`src/sv/heater_fault_monitor_defines.svh`:
```
// Assertion macros shared by the heater fault monitor RTL.
`ifndef HEATER_FAULT_MONITOR_DEFINES_SVH
`define HEATER_FAULT_MONITOR_DEFINES_SVH

`ifndef SYNTHESIS
// Clocked check that is switched off while reset is held.
`define HFM_ASSERT(lbl, clk, rst_n, prop) \
  lbl: assert property (@(posedge clk) disable iff (!rst_n) prop) \
    else $error("heater fault monitor assertion failed");
// Clocked check that also holds during reset.
`define HFM_ASSERT_ALWAYS(lbl, clk, prop) \
  lbl: assert property (@(posedge clk) prop) \
    else $error("heater fault monitor assertion failed");
`else
`define HFM_ASSERT(lbl, clk, rst_n, prop)
`define HFM_ASSERT_ALWAYS(lbl, clk, prop)
`endif

`endif

```
`src/sv/hfm_pkg.sv`:
```
// Types and constants of the heater fault monitor.
package hfm_pkg;

  typedef enum logic [1:0] {
    ST_INACTIVE = 2'd0,
    ST_PRESENT  = 2'd1,
    ST_ACTIVE   = 2'd2
  } hfm_status_e;

  typedef enum logic {
    OP_UPDATE = 1'b0,
    OP_CLEAR  = 1'b1
  } hfm_op_e;

  localparam int unsigned TempW  = 16;
  localparam int unsigned CfgAdW = 3;

  // Fault selection codes of a clear word.
  localparam logic [1:0] SEL_ELEC   = 2'd0;
  localparam logic [1:0] SEL_FLOOR1 = 2'd1;
  localparam logic [1:0] SEL_FLOOR2 = 2'd2;

  // Configuration register indexes.
  localparam logic [CfgAdW-1:0] REG_ELEC_CRIT   = 3'd0;
  localparam logic [CfgAdW-1:0] REG_FLOOR1_CRIT = 3'd1;
  localparam logic [CfgAdW-1:0] REG_FLOOR2_CRIT = 3'd2;
  localparam logic [CfgAdW-1:0] REG_BOILER_THR  = 3'd3;
  localparam logic [CfgAdW-1:0] REG_FLOOR_DELAY = 3'd4;
  localparam logic [CfgAdW-1:0] REG_PELLET      = 3'd5;

  localparam logic signed [TempW-1:0] LowLimit  = -16'sd5;
  localparam logic signed [TempW-1:0] TempMax   = 16'sh7fff;
  localparam logic [TempW-1:0]        CountMax  = 16'hffff;

  // Per-cycle control of one fault channel.
  typedef struct packed {
    logic en;   // a word moves to the result stage
    logic upd;  // the word is a sensor update
    logic clr;  // the word clears this fault
  } hfm_ctrl_t;

endpackage

```
`src/sv/hfm_valve_timer.sv`:
```
// Persistence counter of the floor valve rule for one floor circuit.
module hfm_valve_timer
  import hfm_pkg::*;
(
  input  logic             clk_i,
  input  logic             rst_ni,
  input  logic             en_i,
  input  logic             pellet_i,
  input  logic             cond_i,
  input  logic [TempW-1:0] delay_i,
  output logic             fire_o
);

  logic [TempW-1:0] cnt_q, cnt_d;

  assign fire_o = pellet_i && cond_i && (cnt_q >= delay_i);

  always_comb begin
    cnt_d = cnt_q;
    if (en_i) begin
      if (!cond_i) begin
        cnt_d = '0;
      end else if (cnt_q != CountMax) begin
        cnt_d = cnt_q + 1'b1;
      end
    end
  end

  always_ff @(posedge clk_i or negedge rst_ni) begin
    if (!rst_ni) begin
      cnt_q <= '0;
    end else begin
      cnt_q <= cnt_d;
    end
  end

endmodule

```
`src/sv/hfm_fault_chan.sv`:
```
// Status and peak registers of one fault with its update and clear logic.
module hfm_fault_chan
  import hfm_pkg::*;
(
  input  logic                    clk_i,
  input  logic                    rst_ni,
  input  hfm_ctrl_t               ctrl_i,
  input  logic                    ok_i,
  input  logic signed [TempW-1:0] temp_i,
  input  logic signed [TempW-1:0] crit_i,
  input  logic                    extra_i,
  output hfm_status_e             status_o,
  output logic signed [TempW-1:0] peak_o,
  output logic                    peak_set_o
);

  hfm_status_e             st_q, st_d, st_upd;
  logic signed [TempW-1:0] peak_q, peak_d;
  logic                    rec_q, rec_d;
  logic                    cause;

  assign cause = extra_i || !(ok_i && (temp_i >= LowLimit) && (temp_i <= crit_i));

  always_comb begin
    st_upd = st_q;
    if (cause) begin
      st_upd = ST_ACTIVE;
    end else if (st_q == ST_ACTIVE) begin
      st_upd = ST_PRESENT;
    end

    st_d   = st_q;
    peak_d = peak_q;
    rec_d  = rec_q;
    if (ctrl_i.en && ctrl_i.upd) begin
      st_d = st_upd;
      if (st_upd == ST_ACTIVE && ok_i && (!rec_q || temp_i > peak_q)) begin
        peak_d = temp_i;
        rec_d  = 1'b1;
      end
    end else if (ctrl_i.en && ctrl_i.clr && st_q != ST_INACTIVE) begin
      st_d   = ST_INACTIVE;
      peak_d = '0;
      rec_d  = 1'b0;
    end
  end

  always_ff @(posedge clk_i or negedge rst_ni) begin
    if (!rst_ni) begin
      st_q   <= ST_INACTIVE;
      peak_q <= '0;
      rec_q  <= 1'b0;
    end else begin
      st_q   <= st_d;
      peak_q <= peak_d;
      rec_q  <= rec_d;
    end
  end

  assign status_o   = st_q;
  assign peak_o     = peak_q;
  assign peak_set_o = rec_q;

endmodule

```
`src/sv/heater_fault_monitor.sv`:
```
// Top level of the heater fault monitor: input stage, configuration and result stage.
// The monitor takes one word per clock cycle while the output is not stalled and returns
// one result word for each. A word first lands in an input register; the compare logic
// then updates the fault status, peak and valve counter registers, which together with
// the output valid flag form the result register. The result word is offered once its
// word has passed from the input register into the result register, and is taken when
// the consumer is ready. The input register keeps accepting while a result waits to be
// taken, so a stalled consumer costs no throughput until both stages are full.
// Configuration writes take effect at the edge they are issued and should only be made
// while no word is in flight.
module heater_fault_monitor
  import hfm_pkg::*;
(
  input  logic                     clk_i,
  input  logic                     rst_ni,
  // configuration write port
  input  logic                     cfg_we_i,
  input  logic [CfgAdW-1:0]        cfg_addr_i,
  input  logic [TempW-1:0]         cfg_data_i,
  // input channel
  input  logic                     in_valid_i,
  output logic                     in_ready_o,
  input  logic                     opcode_i,
  input  logic [1:0]               fault_select_i,
  input  logic signed [TempW-1:0]  elec_temp_i,
  input  logic                     elec_ok_i,
  input  logic signed [TempW-1:0]  floor1_temp_i,
  input  logic                     floor1_ok_i,
  input  logic signed [TempW-1:0]  floor2_temp_i,
  input  logic                     floor2_ok_i,
  input  logic signed [TempW-1:0]  boiler_temp_i,
  input  logic                     boiler_ok_i,
  input  logic                     valve1_open_i,
  input  logic                     valve2_open_i,
  // output channel
  output logic                     out_valid_o,
  input  logic                     out_ready_i,
  output logic                     elec_disable_o,
  output logic                     floor1_disable_o,
  output logic                     floor2_disable_o,
  output logic [1:0]               elec_status_o,
  output logic [1:0]               floor1_status_o,
  output logic [1:0]               floor2_status_o,
  output logic signed [TempW-1:0]  elec_peak_o,
  output logic signed [TempW-1:0]  floor1_peak_o,
  output logic signed [TempW-1:0]  floor2_peak_o,
  output logic                     elec_peak_set_o,
  output logic                     floor1_peak_set_o,
  output logic                     floor2_peak_set_o
);

`include "heater_fault_monitor_defines.svh"

  // Configuration registers.
  logic signed [TempW-1:0] elec_crit_q, floor1_crit_q, floor2_crit_q, boiler_thr_q;
  logic [TempW-1:0]        delay_q;
  logic                    pellet_q;

  always_ff @(posedge clk_i or negedge rst_ni) begin
    if (!rst_ni) begin
      elec_crit_q   <= TempMax;
      floor1_crit_q <= TempMax;
      floor2_crit_q <= TempMax;
      boiler_thr_q  <= TempMax;
      delay_q       <= '0;
      pellet_q      <= 1'b0;
    end else if (cfg_we_i) begin
      case (cfg_addr_i)
        REG_ELEC_CRIT:   elec_crit_q   <= cfg_data_i;
        REG_FLOOR1_CRIT: floor1_crit_q <= cfg_data_i;
        REG_FLOOR2_CRIT: floor2_crit_q <= cfg_data_i;
        REG_BOILER_THR:  boiler_thr_q  <= cfg_data_i;
        REG_FLOOR_DELAY: delay_q       <= cfg_data_i;
        REG_PELLET:      pellet_q      <= cfg_data_i[0];
        default: ;
      endcase
    end
  end

  // Input stage. The payload needs no reset; only the valid flag does.
  logic                    s1_valid_q, out_valid_q, advance;
  hfm_op_e                 s1_op_q;
  logic [1:0]              s1_sel_q;
  logic signed [TempW-1:0] s1_et_q, s1_f1t_q, s1_f2t_q, s1_bt_q;
  logic                    s1_eok_q, s1_f1ok_q, s1_f2ok_q, s1_bok_q, s1_v1_q, s1_v2_q;

  // A word moves on when the result register is empty or being emptied.
  assign advance    = s1_valid_q && (!out_valid_q || out_ready_i);
  assign in_ready_o = !s1_valid_q || advance;

  always_ff @(posedge clk_i or negedge rst_ni) begin
    if (!rst_ni) begin
      s1_valid_q <= 1'b0;
    end else if (in_ready_o) begin
      s1_valid_q <= in_valid_i;
    end
  end

  always_ff @(posedge clk_i) begin
    if (in_valid_i && in_ready_o) begin
      s1_op_q   <= hfm_op_e'(opcode_i);
      s1_sel_q  <= fault_select_i;
      s1_et_q   <= elec_temp_i;
      s1_eok_q  <= elec_ok_i;
      s1_f1t_q  <= floor1_temp_i;
      s1_f1ok_q <= floor1_ok_i;
      s1_f2t_q  <= floor2_temp_i;
      s1_f2ok_q <= floor2_ok_i;
      s1_bt_q   <= boiler_temp_i;
      s1_bok_q  <= boiler_ok_i;
      s1_v1_q   <= valve1_open_i;
      s1_v2_q   <= valve2_open_i;
    end
  end

  // Result valid flag: set when a word is applied, dropped when taken.
  always_ff @(posedge clk_i or negedge rst_ni) begin
    if (!rst_ni) begin
      out_valid_q <= 1'b0;
    end else if (advance) begin
      out_valid_q <= 1'b1;
    end else if (out_ready_i) begin
      out_valid_q <= 1'b0;
    end
  end

  assign out_valid_o = out_valid_q;

  // Decode of the word in the input stage.
  logic      is_upd, is_clr, hot, fire1, fire2;
  hfm_ctrl_t ctrl_elec, ctrl_f1, ctrl_f2;

  assign is_upd = (s1_op_q == OP_UPDATE);
  assign is_clr = (s1_op_q == OP_CLEAR);

  // The boiler only counts as hot with a valid reading above the threshold.
  assign hot = s1_bok_q && (s1_bt_q > boiler_thr_q);

  assign ctrl_elec = '{en: advance, upd: is_upd, clr: is_clr && (s1_sel_q == SEL_ELEC)};
  assign ctrl_f1   = '{en: advance, upd: is_upd, clr: is_clr && (s1_sel_q == SEL_FLOOR1)};
  assign ctrl_f2   = '{en: advance, upd: is_upd, clr: is_clr && (s1_sel_q == SEL_FLOOR2)};

  // The valve counters move only on updates in pellet mode.
  hfm_valve_timer u_timer1 (
    .clk_i    (clk_i),
    .rst_ni   (rst_ni),
    .en_i     (advance && is_upd && pellet_q),
    .pellet_i (pellet_q),
    .cond_i   (s1_v1_q && hot),
    .delay_i  (delay_q),
    .fire_o   (fire1)
  );

  hfm_valve_timer u_timer2 (
    .clk_i    (clk_i),
    .rst_ni   (rst_ni),
    .en_i     (advance && is_upd && pellet_q),
    .pellet_i (pellet_q),
    .cond_i   (s1_v2_q && hot),
    .delay_i  (delay_q),
    .fire_o   (fire2)
  );

  hfm_status_e st_elec, st_f1, st_f2;

  // Electric heater fault has no extra cause.
  hfm_fault_chan u_elec (
    .clk_i      (clk_i),
    .rst_ni     (rst_ni),
    .ctrl_i     (ctrl_elec),
    .ok_i       (s1_eok_q),
    .temp_i     (s1_et_q),
    .crit_i     (elec_crit_q),
    .extra_i    (1'b0),
    .status_o   (st_elec),
    .peak_o     (elec_peak_o),
    .peak_set_o (elec_peak_set_o)
  );

  hfm_fault_chan u_floor1 (
    .clk_i      (clk_i),
    .rst_ni     (rst_ni),
    .ctrl_i     (ctrl_f1),
    .ok_i       (s1_f1ok_q),
    .temp_i     (s1_f1t_q),
    .crit_i     (floor1_crit_q),
    .extra_i    (fire1),
    .status_o   (st_f1),
    .peak_o     (floor1_peak_o),
    .peak_set_o (floor1_peak_set_o)
  );

  hfm_fault_chan u_floor2 (
    .clk_i      (clk_i),
    .rst_ni     (rst_ni),
    .ctrl_i     (ctrl_f2),
    .ok_i       (s1_f2ok_q),
    .temp_i     (s1_f2t_q),
    .crit_i     (floor2_crit_q),
    .extra_i    (fire2),
    .status_o   (st_f2),
    .peak_o     (floor2_peak_o),
    .peak_set_o (floor2_peak_set_o)
  );

  // The fault registers change only when the result register reloads, so they
  // drive the result fields directly.
  assign elec_status_o    = st_elec;
  assign floor1_status_o  = st_f1;
  assign floor2_status_o  = st_f2;
  assign elec_disable_o   = (st_elec != ST_INACTIVE);
  assign floor1_disable_o = (st_f1 != ST_INACTIVE);
  assign floor2_disable_o = (st_f2 != ST_INACTIVE);

  // An unrecorded peak always reads as zero.
  `HFM_ASSERT_ALWAYS(a_peak_zero, clk_i, !elec_peak_set_o |-> elec_peak_o == '0)
  // An inactive fault never holds a recorded peak.
  `HFM_ASSERT_ALWAYS(a_f1_inactive_nopeak, clk_i, st_f1 == ST_INACTIVE |-> !floor1_peak_set_o)
  `HFM_ASSERT_ALWAYS(a_f2_inactive_nopeak, clk_i, st_f2 == ST_INACTIVE |-> !floor2_peak_set_o)
  // Input is held off only when both stages are full and the output stalls.
  `HFM_ASSERT(a_stall_cause, clk_i, rst_ni,
    !in_ready_o |-> (s1_valid_q && out_valid_q && !out_ready_i))
  // A new result appears only from a word in the input stage.
  `HFM_ASSERT(a_result_source, clk_i, rst_ni, $rose(out_valid_o) |-> $past(s1_valid_q))

endmodule
```
`config.mk`:
```
export PLATFORM = sky130hd
export DESIGN_NAME = heater_fault_monitor
export DESIGN_NICKNAME = d
export VERILOG_FILES = /design/src/sv/hfm_pkg.sv /design/src/sv/hfm_valve_timer.sv /design/src/sv/hfm_fault_chan.sv /design/src/sv/heater_fault_monitor.sv
export VERILOG_INCLUDE_DIRS = /design/src /design/src/sv
export SDC_FILE = /design/constraint.sdc
export NUM_CORES = 1
export LEC_CHECK = 0
export ABC_CLOCK_PERIOD_IN_PS = 4250
export BUFFER_PORTS_ARGS = -buffer_cell sky130_fd_sc_hd__buf_2
export CORE_UTILIZATION = 40
export CTS_BUF_LIST = sky130_fd_sc_hd__clkbuf_16
export DETAILED_ROUTE_END_ITERATION = 16
export HOLD_SLACK_MARGIN = 0.02
export PLACE_DENSITY_LB_ADDON = 0.05
export SLEW_MARGIN = 40
export SYNTH_ARGS = -nofsm -noshare
export SYNTH_HDL_FRONTEND = slang
export SYNTH_SLANG_ARGS = --single-unit
```
`constraint.sdc`:
```
create_clock -name clk_i -period 4.25 [get_ports clk_i]
set_input_delay 0.425 -clock clk_i [delete_from_list [all_inputs] [get_ports clk_i]]
set_output_delay 0.425 -clock clk_i [all_outputs]
set_load 0.03 [all_outputs]
```
Word-level counts from Yosys, hierarchy flattened
Index checks and enable logic that the tools add are counted.
{ "word_totals": {"output_inout_bits": 62, "ff_bits": 245, "in_bits": 97, "wordCells": 168} }
{ "op_classes": {"add_sub_neg": 2, "n_reduce_logical": 66, "mux": 36, "n_eq_ne": 20, "bitwise": 1, "order_cmp": 12} }
{ "op_table": {"columns": ["operator", "count"], "rows": [
  ["$mux W16", 13],
  ["$gt A16 B16 Y1", 4],
  ["$ge A16 B4 Y1 const B", 3],
  ["$le A16 B16 Y1", 3],
  ["$add A16 B1 Y16 const B", 2],
  ["$ge A16 B16 Y1", 2],
  ["$logic_and A1 B1 Y1", 32],
  ["$ne A16 B16 Y1 const B", 2],
  ["$mux W2", 12],
  ["$reduce_and A2 Y1", 11],
  ["$eq A2 B2 Y1 const B", 7],
  ["$reduce_bool A2 Y1", 7],
  ["$mux W1", 11],
  ["$logic_not A1 Y1", 7],
  ["$logic_or A1 B1 Y1", 7],
  ["$eq A3 B2 Y1 const B", 2],
  ["$eq A3 B3 Y1 const B", 2],
  ["$ne A2 B1 Y1 const B", 3],
  ["$ne A2 B2 Y1 const B", 2],
  ["$eq A3 B1 Y1 const B", 1],
  ["$logic_not A3 Y1", 1],
  ["$eq A2 B1 Y1 const B", 1],
  ["$logic_not A2 Y1", 1],
  ["$not A1 Y1", 1]
]} }

Longest topological paths before layout
Gate-level depths: netlist of the first run.
{ "depth": {"ltp_word": 12, "ltp_mapped": 13, "depth_no_buf": 10} }

Hierarchy
Synthesis of the first run repeated with hierarchy kept, for this count alone.
{ "hier_totals": {"cells_unflattened": 1262, "area_unflattened_um2": 13761.9} }
{ "modules_own_cells": {"columns": ["module", "instances", "cells_each", "area_per_inst_um2", "seq_area_each_um2"], "rows": [
  ["heater_fault_monitor", 1, 332, 5900.7, 4344.2],
  ["hfm_fault_chan (u_elec ...)", 2, 205, 1771.7, 475.5],
  ["hfm_valve_timer", 2, 157, 1273.7, 400.4],
  ["hfm_fault_chan (u_floor1)", 1, 206, 1770.4, 475.5]
]} }

Least setup slack after synthesis of the first run
No wires, ideal clock.
{ "synth_timing": {"path_type": "reg2reg", "from": "reg out_valid_q, in the netlist out_valid_o", "to": "reg s1_op_q, in the netlist is_clr, enable pin", "path_stages_with_launch": 4, "n_path_buf": 0, "t_required_ns": 3.811, "arrival_time_ns": 2.723, "setup_slack_ns": 1.088, "cell_sequence": "dfrtp_1 nor2b_1 nand2_1 and2_1"} }
{ "synth_between": {"elab_chain_len": 5} }
{ "synth_lines": {"columns": ["element", "line_no", "text"], "rows": [
  ["from (decl)", "heater_fault_monitor.sv:81", "logic s1_valid_q, out_valid_q, advance;"],
  ["from (signal assigned)", "heater_fault_monitor.sv:119", "out_valid_q <= 1'b0;"],
  ["from (signal assigned)", "heater_fault_monitor.sv:121", "out_valid_q <= 1'b1;"],
  ["from (signal assigned)", "heater_fault_monitor.sv:123", "out_valid_q <= 1'b0;"],
  ["$logic_not A1 Y1", "heater_fault_monitor.sv:88", "assign advance = s1_valid_q && (!out_valid_q || out_ready_i);"],
  ["$logic_or A1 B1 Y1", "heater_fault_monitor.sv:88", null],
  ["$logic_and A1 B1 Y1", "heater_fault_monitor.sv:88", null],
  ["$logic_or A1 B1 Y1", "heater_fault_monitor.sv:89", "assign in_ready_o = !s1_valid_q || advance;"],
  ["via in_ready_o", "heater_fault_monitor.sv:22", "output logic in_ready_o,"],
  ["$logic_and A1 B1 Y1", "heater_fault_monitor.sv:100", "if (in_valid_i && in_ready_o) begin"],
  ["to (signal assigned)", "heater_fault_monitor.sv:101", "s1_op_q <= hfm_op_e'(opcode_i);"],
  ["to (decl)", "heater_fault_monitor.sv:82", "hfm_op_e s1_op_q;"]
]} }
The timed path passes the listed nets, and every way through them passes these cells.
A chain may end at the register's enable or synchronous reset.

Worst setup path in the final report of the first run
{ "layout_timing": {"from": "reg boiler_thr_q[11]", "to": "reg u_floor2.peak_q[9], in the netlist u_floor2.peak_o[9]"} }
{ "layout_between": {"elab_chain_len": 12} }
{ "layout_lines": {"columns": ["element", "line_no", "text"], "rows": [
  ["from (decl)", "heater_fault_monitor.sv:55", "logic signed [TempW-1:0] elec_crit_q, floor1_crit_q, floor2_crit_q, boiler_thr_q;"],
  ["from (signal assigned)", "heater_fault_monitor.sv:64", "boiler_thr_q <= TempMax;"],
  ["from (signal assigned)", "heater_fault_monitor.sv:72", "REG_BOILER_THR: boiler_thr_q <= cfg_data_i;"],
  ["$gt A16 B16 Y1", "heater_fault_monitor.sv:137", "assign hot = s1_bok_q && (s1_bt_q > boiler_thr_q);"],
  ["$logic_and A1 B1 Y1", "heater_fault_monitor.sv:137", null],
  ["$logic_and A1 B1 Y1", "heater_fault_monitor.sv:159", ".cond_i (s1_v2_q && hot),"],
  ["$logic_and A1 B1 Y1 (2 in a row)", "hfm_valve_timer.sv:16", "assign fire_o = pellet_i && cond_i && (cnt_q >= delay_i);"],
  ["$logic_or A1 B1 Y1", "hfm_fault_chan.sv:22", "assign cause = extra_i || !(ok_i && (temp_i >= LowLimit) && (temp_i <= crit_i));"],
  ["$mux W2", "hfm_fault_chan.sv:26", "if (cause) begin"],
  ["$eq A2 B2 Y1", "hfm_fault_chan.sv:37", "if (st_upd == ST_ACTIVE && ok_i && (!rec_q || temp_i > peak_q)) begin"],
  ["$logic_and A1 B1 Y1 (2 in a row)", "hfm_fault_chan.sv:37", null],
  ["$ne A2 B1 Y1 (no source line)", null, null],
  ["$reduce_and A2 Y1 (no source line)", null, null],
  ["to (signal assigned)", "hfm_fault_chan.sv:55", "peak_q <= peak_d;"],
  ["to (decl)", "hfm_fault_chan.sv:18", "logic signed [TempW-1:0] peak_q, peak_d;"]
]} }
Every way passes these cells.

==> metrics.yaml, run 1 <==
synth_edf_count: 73
cp_slowest_stage_delay_ns: 0.55
setup_violations: 0
critPathLaunchType: "flip-flop"
gp_congestion: 0.788
pwr-share-seq: 0.410
syn_nets: 1471
yosys.area.top_type: "dfrtp_1"
fin_util: 0.495
die_w_um: 183
fin_skew_ns: 0.0246
r2r-start: "boiler_thr_q[11]"
p_sw_uw: 2840
crit_type: "flip-flop to flip-flop"
hold_buffers: 42
slowest_stage: "a31oi_1"
cp-end-kind: "flip-flop"
vias: 9489
critPathTopFamily: "compound AO/OA/AOI/OAI gates"
tightest_slew_ns: 0.784
min_to: "s1_bt_q[10]"
required_ns: 4.68
post_cts_buffers: 0
ir_drop_mv: 0.331
first_iter_violations: 292
ant_nets: 0
p_leak_uw: 0.00746
max_slew_margin: 0.474
synth_cell_types: 71
cts_resized: 0
drc: 0
grt_pass1_vias: 9452
final_max_slew_viol_count: 0
rows: 65
power_frac_comb: 0.319
cp.arrival_ns: 3.79
fmax_ghz: 0.298
post_drt_wl_per_cell_um: 17.0
cts_tree: "done"
clk_pin_slew_worst_paths_ns: 0.06
power.internal_uw: 5200
grt_pass1_wl_um: 51800
r2r-end: "u_floor2.peak_o[9]"
cts.sinks: 245
setup_tns_ns: 0
syn_area_um2: 13100
final_net_count: 1687
antenna_found_initial: 3
rsz0062_at_grt: "false"
dpl.hpwl_um: 24000
seq_area_frac_synth: 0.501
min-delay-start: "boiler_temp_i[10]"
r2r_cells: 10
syn_area_per_cell_um2: 10.7
grt_overflow: 0
syn_to_final_growth_pct: 20.4
die-area_um2: 33500
drive_above_1_share: 0.218
clock_power_share: 0.271
dr.pass1.iters: 5
crit_chain: "inv_1, ha_1, nand4_1, nor4_2, o21ai_1, a31oi_1, a2111o_1, nand2_1, and3_1, a22o_1"
finalCriticalPeriod_ns: 3.36
ctsLongestPathBuffers: 3
hp-class: "input pin to flip-flop"
synth_top_flop_cell: "dfrtp_1"
outcome: "finished, final reports clean"
ios: 159
path_max_fanout: 17
async_reset_ff_frac: 0.702
via_per_inst: 4.98
ff2ff_setup_slack_ns: 0.89
root_buffer: "clkbuf_16"
port_buffers: 158
whs_path_depth: 1
ys_top_cells_by_count: "154 x inv_1, 146 x ha_1, 137 x nand2_1"
sw_frac_of_total: 0.353
coreArea_um2: 31900
synth_top_cell_area_share: 0.214
routed_wl_um: 32500
synth-seq-cells: 245
grt_max_degree: 83
power_density_nw_per_um2: 509
hold_viol: 0
initial_utilization: 0.411
synth_cells: 1228
grt_usage: 0.198
clock_latency_ns: 0.56
post-route-period-util: 0.790
critPathBufInv: 1
die_h_um: 183
yosysWarnings: 0
htree_levels: 1
synth.most_common_cell: "inv_1"
maxCapViolations: 0
cts_buffers: 29
yosys-top-cells-area: "dfrtp_1 21%, edfxtp_1 17%, ha_1 14%"
## how the worst max path moves through the flow
stage	from	endpoint	slack, ns	cells after the start
after global routing	boiler_thr_q[11]	u_floor2.peak_o[1]	0.69	10
after floorplan	out_valid_o	is_clr	1.09	3
after global placement	boiler_thr_q[13]	u_floor1.peak_o[2]	1.01	10
final	boiler_thr_q[11]	u_floor2.peak_o[9]	0.89	10
after CTS	boiler_thr_q[11]	u_floor1.peak_o[2]	0.88	10
after detailed placement	boiler_thr_q[11]	u_floor1.peak_o[2]	0.90	10
## routing by layer
metal	part of all wire	wire length, µm	track usage
met2	0.45	14700	0.316
met3	0.040	1300	0.0322
met1	0.49	15800	0.282
met4	0.019	616	0.0430
met5	0.00040	13	0
## registers in the layout, summed over array words and instances, names as in the netlist, 2 cells and up
signal             count
boiler_thr_q          16
delay_q               16
elec_crit_q           16
floor1_crit_q         16
floor2_crit_q         16
s1_bt_q               16
s1_et_q               16
s1_f1t_q              16
s1_f2t_q              16
s1_sel_q               2
u_elec.peak_o         16
u_elec.status_o        2
u_floor1.peak_o       16
u_floor1.status_o      2
u_floor2.peak_o       16
u_floor2.status_o      2
u_timer1.cnt_q        16
u_timer2.cnt_q        16
## logic make-up (layout without fill, tap and decap cells)
group | Yosys count | in the layout | share of synthesized area
DFF | 245 | 245 | 0.501
AOI/OAI and AO/OA | 234 | 234 | 0.111
muxes | 56 | 56 | 0.0486
adders and majority gates | 146 | 146 | 0.139
and+or+nand+nor | 336 | 336 | 0.128
xor gates and xnor gates | 27 | 27 | 0.0180
buffers and inverters | 184 | 423 | 0.0542
other | 0 | 2 | 0
## cells in the final DEF, fill, tap and decap left out, types with 4 or more instances in the layout
cell type and instances:
mux2i_1 19, a31oi_1 4, clkinv_1 10, nand2b_1 8, mux2_4 8, nand2_1 137
xor2_1 11, nand3_1 23, edfxtp_1 73, o21ai_0 87, dlygate4sd3_1 42, inv_1 168
o211ai_1 6, nor4_1 4, nor3_1 19, nor2b_1 10, a21oi_1 57, buf_2 157
clkbuf_16 29, and3_1 9, dfstp_2 60, nand4_1 35, a22o_1 18, a221oi_1 4
a21o_1 15, ha_1 146, dfrtp_1 112, mux2_2 28, buf_4 12, o21a_1 4
or2_2 4, nor2_1 47, and2_1 5, a211oi_1 6, and4_1 8, xnor2_1 16
## power by group through the flow
stage	Clock, µW	Combinational [µW]	Sequential, µW
after floorplan	0	1370	3720
after global placement	0	2500	3340
after detailed placement	0	2550	3340
after CTS	2260	2600	3300
after global routing	2350	2890	3360
final	2180	2560	3290
## cell type report
cell class / instances / area, µm²
clock inverters: 25 / 98.8
multi-input cells: 799 / 5900
flip-flops and latches: 245 / 6570
well taps: 435 / 544
diodes: 2 / 5.00
fillers: 2974 / 16100
repair buffers: 215 / 1370
clock buffers: 29 / 726
inverters: 154 / 578
## stage by stage
stage	area, µm²	hold slack, ns	setup WS, ns	power [µW]	std cells
2_1_floorplan	13100	0.129	1.09	5090	1228
3_3_place_gp	14500	0.486	1.01	5830	1802
3_5_place_dp	14500	0.498	0.895	5890	1806
4_1_cts	15800	0.0214	0.884	8150	1902
5_1_grt	15800	0.0308	0.691	8590	1902
6_report	15800	0.0509	0.893	8030	1904
Power figures use the tool's default switching activity.
==> run 2: changes to the inputs <==
- ABC_AREA: not set -> 1
- ABC_CLOCK_PERIOD_IN_PS: 4250 -> 3500
- clock period: 4.25 -> 3.5 ns (I/O delays scaled with it)
==> run 2 against run 1 <==
  * Largest power group unchanged
  * Core utilization is 0.32 points higher
  * Largest cell class unchanged
  * Clock power rose by 39%
  * Flip-flop and latch count is the same
  * Register-to-register slack lost 0.24 ns
  * Synthesized cell count is 26% higher
  * Non-clock buffer count increased by 33
  * Clock-buffer cell count is 2 higher
  * Critical path depth grew 5
  * Die area grew 4.2%
  * Critical path type unchanged
  * Final cell count up 19%
  * Cell area is 6.1% higher
==> metrics.yaml, run 2 <==
grt_pass1_vias: 11000
synth_cell_types: 43
power_density_nw_per_um2: 629
r2r_cells: 15
slowest_stage: "dfstp_2"
syn_area_um2: 13700
vias: 11100
required_ns: 3.94
grt_use_met2: 0.365
final_cell_mix: "369 x nand2_1, 218 x inv_1, 157 x buf_2, 146 x ha_1, 116 x nand3_1"
min_to: "out_valid_o"
r2r-start: "boiler_thr_q[11]"
via_per_inst: 4.93
final_max_slew_viol_count: 0
final_net_count: 2031
path_max_fanout: 18
cts_tree: "done"
critPathLaunchType: "flip-flop"
outcome: "finished, final reports clean"
holdWs_ns: 0.0545
use_met1: 0.276
maxCapViolations: 0
setup_tns_ns: 0
gp_congestion: 0.865
synth_top_cell_area_share: 0.205
multi_input_area_um2: 6140
crit_path_frequent_cell: "nand2_1"
rsz0062_at_grt: "false"
sw_frac_of_total: 0.371
finalCriticalPeriod_ns: 2.85
rows: 67
regArea_um2: 6570
synth_edf_count: 73
dr.pass1.iters: 5
initial_utilization: 0.407
grt_max_degree: 82
yosys-top-cells-area: "dfrtp_1 20%, edfxtp_1 16%, ha_1 13%"
ff2ff_setup_slack_ns: 0.65
synth_cells: 1544
ant_nets: 0
clock_power_share: 0.289
tightest_slew_ns: 0.826
syn_nets: 1787
grt_overflow: 0
die-area_um2: 34900
post_cts_buffers: 0
cts_resized: 0
crit_chain: "inv_1, ha_1, nand2_1, nor2_1, nand2_1, nor2_2, nand2_1, nand4_1, nand3_2, nor2_8, nand3_4, nand2_4, nand3_4, nand3_1, nand2_1"
p_leak_uw: 0.00814
grt.busiest_layer: "met2"
synth_top_flop_cell: "dfrtp_1"
cp-end-kind: "flip-flop"
routed_wl_um: 36100
whs_path_depth: 4
yosys.area.top_type: "dfrtp_1"
port_buffers: 158
fillCellCount: 3189
drive_above_1_share: 0.172
post_drt_wl_per_cell_um: 16.0
syn_to_final_growth_pct: 22.5
met3_usage: 0.0287
final_common_cell: "nand2_1"
power_frac_comb: 0.323
grt_pass1_wl_um: 58200
ctsLongestPathBuffers: 3
yosysWarnings: 0
coreArea_um2: 33600
grt_usage: 0.210
dpl.hpwl_um: 25900
fmax_ghz: 0.351
r2r-end: "u_floor2.peak_o[6]"
hp-class: "input pin to flip-flop"
cp.arrival_ns: 3.29
drc: 0
synth.most_common_cell: "nand2_1"
htree_levels: 1
root_buffer: "clkbuf_16"
seq_area_frac_synth: 0.481
ir_drop_mv: 0.426
power.internal_uw: 6630
fin_skew_ns: 0.0131
cts_buffers: 30
syn_area_per_cell_um2: 8.86
cts.sinks: 245
clock_latency_ns: 0.57
diodes: 0
ys_top_cells_by_count: "372 x nand2_1, 211 x inv_1, 146 x ha_1"
ios: 159
synth-seq-cells: 245
min-delay-start: "out_ready_i"
clk_pin_slew_worst_paths_ns: 0.06
setup_violations: 0
die_w_um: 187
crit_type: "flip-flop to flip-flop"
cp_slowest_stage_delay_ns: 0.53
max_slew_margin: 0.447
first_iter_violations: 549
p_sw_uw: 3910
die_h_um: 187
async_reset_ff_frac: 0.702
antenna_found_initial: 2
post-route-period-util: 0.813
hold_viol: 0
pwr-share-seq: 0.388
==> run 2: cell count changes in the layout (fill, tap and decap cells not counted), sizes merged, moves of 18 or more <==
cell,change
nand2,+238
nand3,+108
inv,+51
mux2,-37
nor2,+37
dlygate4sd3,+33
o21ai,+27
mux2i,-19
a22o,-18
==> run 2: layout make-up <==
cell class,count,share of cell area
clock buffer,31,0.0463
clock inverter,25,0.0117
tap,448,0.0335
multi-input combinational,1048,0.366
sequential,245,0.392
inverter,215,0.0482
timing repair buffer,248,0.102
==> run 2: what timing repair did <==
action | in CTS | in global routing
endpoints found under the hold margin | 111 | 0
endpoints found under the setup margin | 0 | 0
hold buffers | 75 | 0
==> run 2: logic make-up (layout without fill, tap and decap cells) <==
family,Yosys count,count (layout),share of synthesized area
DFF,245,245,0.481
adders and majority gates,146,146,0.134
AOI/OAI and AO/OA,209,209,0.0806
xor gates and xnor gates,23,23,0.0147
and+or+nand+nor,670,670,0.219
buffers and inverters,251,519,0.0717
==> run 2: power by group through the flow <==
stage               clock (µW)  sequential (µW)  combinational, µW
floorplan                    0             4600               1840
global placement             0             4140               3280
detailed placement           0             4140               3370
CTS                       3140             4100               3450
global route              3250             4170               3900
finish                    3040             4090               3410
==> run 2: worst max-delay path: cells and delay by family, from the launching register on <==
kind / cells / cell delay, ns
AND/OR/NAND/NOR: 13 / 1.85
flip-flops: 1 / 0.53
adder cells (fa/ha/maj): 1 / 0.28
buffers and inverters: 1 / 0.04
==> run 2: per-stage QoR <==
stage	setup WS (ns)	std cells	power (µW)	cell area, µm²	utilization
2_1_floorplan	0.697	1544	6440	13700	-
5_1_grt	0.372	2260	11300	16800	0.498
3_3_place_gp	0.745	2128	7430	15000	0.446
6_report	0.655	2260	10500	16800	0.498
4_1_cts	0.631	2260	10700	16800	0.498
3_5_place_dp	0.650	2129	7510	15000	0.447
==> run 2: worst max-delay path by stage <==
stage / startpoint / to / slack, ns
CTS: boiler_thr_q[11] / u_floor2.peak_o[6] / 0.63
finish: boiler_thr_q[11] / u_floor2.peak_o[6] / 0.65
detailed placement: boiler_thr_q[11] / u_floor2.peak_o[6] / 0.65
global route: boiler_thr_q[11] / u_floor2.peak_o[6] / 0.37
floorplan: out_valid_o / is_clr / 0.70
global placement: boiler_thr_q[11] / u_floor2.peak_o[1] / 0.74
==> run 2: per-layer routing <==
metal / vias up / routed length [µm]
li1: 5651 / -
met1: 5244 / 16600
met2: 202 / 17300
met3: 47 / 1420
met4: 2 / 744
met5: - / 13
